===== src/rtl/fdr_pkg.sv =====
package fdr_pkg;

  // Frame store geometry
  localparam int MAX_WIDTH  = 256;
  localparam int MAX_HEIGHT = 256;
  localparam int COL_W      = $clog2(MAX_WIDTH);
  localparam int ROW_W      = $clog2(MAX_HEIGHT);
  localparam int ADDR_W     = COL_W + ROW_W;
  localparam int PIX_W      = 24;
  localparam int SIZE_W     = 9;

  // Configuration register indexes
  typedef enum logic [0:0] {
    REG_FRAME_WIDTH  = 1'b0,
    REG_FRAME_HEIGHT = 1'b1
  } cfg_reg_t;

  // One pixel retiring from the compare stage
  typedef struct packed {
    logic              go;
    logic              diff;
    logic              last;
    logic [COL_W-1:0]  x;
    logic [ROW_W-1:0]  y;
    logic [SIZE_W-1:0] w;
    logic [SIZE_W-1:0] h;
  } box_upd_t;

  // Frame result
  typedef struct packed {
    logic              changed;
    logic              full_frame;
    logic [COL_W-1:0]  rect_x;
    logic [ROW_W-1:0]  rect_y;
    logic [SIZE_W-1:0] rect_width;
    logic [SIZE_W-1:0] rect_height;
  } box_res_t;

  // Saturate a size register to 1..maxv
  function automatic logic [SIZE_W-1:0] clamp_size(input logic [SIZE_W-1:0] v,
                                                   input logic [SIZE_W-1:0] maxv);
    logic [SIZE_W-1:0] r;
    r = v;
    if (v == '0) begin
      r = SIZE_W'(1);
    end else if (v > maxv) begin
      r = maxv;
    end
    return r;
  endfunction

endpackage


===== src/rtl/fdr_box.sv =====
module fdr_box
  import fdr_pkg::*;
(
  input  logic     clk,
  input  logic     rst_n,
  input  box_upd_t upd,
  output box_res_t res
);

  logic              hist_r;
  logic [SIZE_W-1:0] sw_r, sh_r;
  logic              any_r, any_nxt;
  logic [COL_W-1:0]  min_x_r, max_x_r, min_x_nxt, max_x_nxt;
  logic [ROW_W-1:0]  min_y_r, max_y_r, min_y_nxt, max_y_nxt;

  // Grow the box by the current pixel
  always_comb begin
    any_nxt   = any_r | upd.diff;
    min_x_nxt = min_x_r;
    max_x_nxt = max_x_r;
    min_y_nxt = min_y_r;
    max_y_nxt = max_y_r;
    if (upd.diff) begin
      if (!any_r) begin
        min_x_nxt = upd.x;
        max_x_nxt = upd.x;
        min_y_nxt = upd.y;
        max_y_nxt = upd.y;
      end else begin
        if (upd.x < min_x_r) min_x_nxt = upd.x;
        if (upd.x > max_x_r) max_x_nxt = upd.x;
        if (upd.y < min_y_r) min_y_nxt = upd.y;
        if (upd.y > max_y_r) max_y_nxt = upd.y;
      end
    end
  end

  // Compose the frame result
  always_comb begin
    res = '0;
    if (!hist_r || (sw_r != upd.w) || (sh_r != upd.h)) begin
      res.changed     = 1'b1;
      res.full_frame  = 1'b1;
      res.rect_width  = upd.w;
      res.rect_height = upd.h;
    end else if (any_nxt) begin
      res.changed     = 1'b1;
      res.rect_x      = min_x_nxt;
      res.rect_y      = min_y_nxt;
      res.rect_width  = SIZE_W'({1'b0, max_x_nxt} - {1'b0, min_x_nxt} + 1'b1);
      res.rect_height = SIZE_W'({1'b0, max_y_nxt} - {1'b0, min_y_nxt} + 1'b1);
    end
  end

  // Advance the box; clear it and record the layout at frame end
  always_ff @(posedge clk) begin
    if (!rst_n) begin
      hist_r  <= 1'b0;
      sw_r    <= '0;
      sh_r    <= '0;
      any_r   <= 1'b0;
      min_x_r <= '0;
      max_x_r <= '0;
      min_y_r <= '0;
      max_y_r <= '0;
    end else if (upd.go) begin
      if (upd.last) begin
        hist_r  <= 1'b1;
        sw_r    <= upd.w;
        sh_r    <= upd.h;
        any_r   <= 1'b0;
        min_x_r <= '0;
        max_x_r <= '0;
        min_y_r <= '0;
        max_y_r <= '0;
      end else begin
        any_r   <= any_nxt;
        min_x_r <= min_x_nxt;
        max_x_r <= max_x_nxt;
        min_y_r <= min_y_nxt;
        max_y_r <= max_y_nxt;
      end
    end
  end

`ifndef ASSERT_OFF
  a_hist_at_end: assert property (@(posedge clk) disable iff (!rst_n)
    $rose(hist_r) |-> $past(upd.go && upd.last))
    else $error("history became valid without a frame end");

  a_box_order: assert property (@(posedge clk) disable iff (!rst_n)
    any_r |-> (min_x_r <= max_x_r) && (min_y_r <= max_y_r))
    else $error("box corners out of order");

  a_box_clear: assert property (@(posedge clk) disable iff (!rst_n)
    !any_r |-> (min_x_r == '0) && (max_x_r == '0) && (min_y_r == '0) && (max_y_r == '0))
    else $error("box not clear while no difference seen");
`endif

endmodule

===== config.mk =====
export PLATFORM = sky130hd
export DESIGN_NAME = fdr_box
export DESIGN_NICKNAME = d
export VERILOG_FILES = /design/src/rtl/fdr_pkg.sv /design/src/rtl/fdr_box.sv
export SDC_FILE = /design/constraint.sdc
export NUM_CORES = 1
export LEC_CHECK = 0
export ABC_AREA = 1
export ABC_CLOCK_PERIOD_IN_PS = 9850
export BUFFER_PORTS_ARGS = -buffer_cell sky130_fd_sc_hd__buf_2
export CAP_MARGIN = 10
export CELL_PAD_IN_SITES_DETAIL_PLACEMENT = 1
export CELL_PAD_IN_SITES_GLOBAL_PLACEMENT = 1
export CORE_MARGIN = 1.5
export CORE_UTILIZATION = 35
export CTS_CLUSTER_DIAMETER = 30
export DETAILED_ROUTE_END_ITERATION = 10
export GPL_TIMING_DRIVEN = 0
export HOLD_SLACK_MARGIN = 0.03
export PLACE_DENSITY_LB_ADDON = 0.1
export SLEW_MARGIN = 40
export SYNTH_ARGS = -nofsm -noshare
export SYNTH_HDL_FRONTEND = slang
export SYNTH_SLANG_ARGS = --single-unit

===== constraint.sdc =====
create_clock -name clk -period 9.85 [get_ports clk]
set_input_delay 1.97 -clock clk [delete_from_list [all_inputs] [get_ports clk]]
set_output_delay 1.97 -clock clk [all_outputs]
set_load 0.01 [all_outputs]

==> impl_metrics.tcl <==
set metrics [dict create \
    p_seq_share_pct 34.2 \
    ff2ff_path_depth 11 \
    cts_resized 0 \
    vias_per_cell 5.06 \
    via_count 4959 \
    setup_viol 0 \
    max-slew-margin-rel_pct 59.8 \
    timing_hold_violations_final 0 \
    gr-total-overflow 0 \
    outcome "finished, final reports clean" \
    switching_share_pct 38.4 \
    die_height_microns 119 \
    switchingPower_w 0.000255 \
    cp_data_required_time_ns 7.88 \
    wl_per_cell_microns 16.5 \
    ctsHoldBuffers 0 \
    cp_max_fo 9 \
    cts_buffers 5 \
    clk_pin_slew_ns 0.08 \
    grt_usage_pct 23.3 \
    postCtsSetupBuffers 0 \
    antenna_found_initial 0 \
    io_pins 75 \
    dp_hpwl_microns 13200 \
    clock.fmax_mhz 135 \
    synth_nets 824 \
    drt-initial-drc-count 225 \
    worst_pin_slew_ns 0.603 \
    clockRootBuffer "clkbuf_16" \
    grt_pass1_wl_microns 26000 \
    cp-start-kind "primary input" \
    stdcell_count 980 \
    pwr_density_cell_mw_per_mm2 122 \
    insertion_delay_ns 0.31 \
    p_clk_share_pct 28.4 \
    holdPathStages 2 \
    cts_tree "yes" \
    mostFrequentLayoutCells "174 x nand2_1, 88 x inv_1, 86 x nand3_1" \
    cts_sinks 52 \
    p_leak_nw 2.69 \
    p_int_w 0.000409 \
    rsz0062_at_grt "no" \
    n_antenna_cell 0 \
    drive_gt1_share_pct 14.2 \
    area.growth.synth_to_final_pct 15.5 \
    htree_num_levels 2 \
    hold_ws_ns 0.468 \
    total_power_w 0.000664 \
    die_w_microns 119 \
    ys_warn_count 0 \
    finalCritPeriodShare_pct 75.4 \
    dieArea_sq_mm 0.0142 \
    detail-route-antenna-nets 0 \
    route.detailed.drc 0 \
    clk_path_buf_depth 2 \
    syn_inst 723 \
    grt_pass1_vias 5160 \
    drt_pre_antenna_iters 4 \
    fin_worst_skew_ns 0.00937 \
    core_area_sq_mm 0.0132 \
    place_ws_ns 2.45 \
    dp.cells 972 \
    drt-total-wl_microns 16200 \
    period_minus_slack_ns 7.43 \
    ys_types 38 \
    gp_congestion 0.851 \
    cap_violations 0 \
    pwr-share-comb_pct 37.4 \
    ys_ff_latch 52 \
    crit_type "in2out" \
    arrival_ns 5.46 \
    io_buffers 73 \
    timing.final.ws_setup_ns 2.42 \
    hold_path.class "reg2reg" \
    fin_nets 904 \
    grt_max_degree 17 \
    syn_area_per_cell_sq_um 6.53 \
    vdd_ir_drop_max_mv 0.0671 \
    rows 42 \
    endpoint_kind "output port" \
    synthesis.area_sq_mm 0.00472 \
    drv_slew 0 \
    n_fill_cell 1798 \
    final_common_cell "nand2_1" \
    yosysSeqAreaShare_pct 22.1 \
    setup-tns-final_ns 0 \
    initial_core_util_pct 35.8 \
]
-- power by group through the flow --
stage | clock [W] | sequential [W] | combinational (W)
final | 0.000189 | 0.000227 | 0.000248
after global routing | 0.000200 | 0.000228 | 0.000284
after CTS | 0.000194 | 0.000227 | 0.000251
after detailed placement | 0 | 0.000232 | 0.000249
after global placement | 0 | 0.000231 | 0.000241
after floorplan | 0 | 0.000230 | 0.000174
-- cell families after synthesis --
| group | after synthesis | share of synthesized area, % |
|---|---|---|
| buffers and inverters | 119 | 10.0 |
| adders and majority gates | 62 | 16.8 |
| xor gates and xnor gates | 20 | 3.71 |
| DFF | 52 | 22.1 |
| and+or+nand+nor | 361 | 34.9 |
| AOI/OAI and AO/OA | 109 | 12.5 |
-- metrics by stage --
stage	utilization (%)	area (sq um)
global route	41.3	5450
CTS	41.3	5450
floorplan	-	4720
detailed placement	40.2	5310
global placement	40.2	5310
finish	41.3	5450
-- state kept, by name (all words and copies together), names as in the netlist --
name / flops
sh_r: 9
sw_r: 9
max_x_r: 8
max_y_r: 8
min_x_r: 8
min_y_r: 8
any_r: 1
hist_r: 1
-- final cells by class --
class	instances	area, sq um	area share, %
buffer	23	113	2.07
timing repair buffer	73	365	6.70
multi-input combinational	552	3200	58.8
clock inverter	2	16.3	0.298
sequential	52	1040	19.1
clock buffer	6	129	2.36
tap	176	220	4.04
inverter	96	362	6.63
-- synth_stat cells --
library cell / count / area share (%)
clkinv_1: 2 / 0.16
and2_1: 14 / 1.9
or2_2: 4 / 0.53
nand4_4: 1 / 0.45
a31oi_1: 4 / 0.53
nor2_4: 2 / 0.48
inv_2: 5 / 0.40
o21a_1: 1 / 0.16
o21ai_0: 30 / 3.2
buf_2: 3 / 0.32
o21ai_1: 2 / 0.21
inv_1: 88 / 7.0
nand3_4: 1 / 0.37
nand2_1: 174 / 14
buf_6: 3 / 0.72
fa_1: 2 / 0.85
nand4_1: 9 / 1.2
nand3_1: 86 / 9.1
nor3b_2: 1 / 0.27
nor2_1: 49 / 3.9
xnor2_1: 10 / 1.9
clkbuf_1: 17 / 1.4
o22ai_1: 1 / 0.13
or2_1: 3 / 0.40
nand2_4: 1 / 0.24
nor3b_4: 1 / 0.40
nor3_1: 6 / 0.64
ha_1: 60 / 16
dfxtp_1: 52 / 22
o21bai_1: 1 / 0.16
a21oi_1: 59 / 6.3
nand2_2: 7 / 0.93
clkinv_2: 1 / 0.11
nand3b_1: 2 / 0.32
o21ai_2: 4 / 0.74
a21o_1: 6 / 0.95
a22o_1: 1 / 0.19
xor2_1: 10 / 1.9
-- final timing paths --
kind / slack [ns] / to / from
min reg2reg: 0.47 / min_y_r[4] / min_y_r[4]
max: 2.42 / res[17] / upd[33]
max reg2reg: 7.77 / max_x_r[3] / max_x_r[7]
min: 0.47 / min_y_r[4] / min_y_r[4]
-- critical path: stages --
cell	delay [ns]
buf_2	0.13
ha_1	0.31
nand2_1	0.08
nor2_1	0.20
nand4_1	0.12
nand2_1	0.10
nand2_2	0.14
nand2_1	0.31
nand2_1	0.12
and2_1	0.20
ha_1	0.29
ha_1	0.39
a21oi_1	0.20
nand2_1	0.11
nand4_1	0.12
a21oi_1	0.07
nand3b_1	0.18
o21ai_0	0.22
buf_2	0.17
-- per-layer routing --
| layer | up-vias | GRT usage [%] | wire length [microns] | share of wire (%) |
|---|---|---|---|---|
| met1 | 2340 | 29.7 | 7560 | 47 |
| met4 | 0 | 7.00 | 341 | 2.1 |
| met5 | - | 0 | 0 | 0 |
| met2 | 78 | 40.8 | 7730 | 48 |
| met3 | 22 | 3.35 | 523 | 3.2 |
| li1 | 2519 | - | - | - |
(Power assumes the default switching activity.)
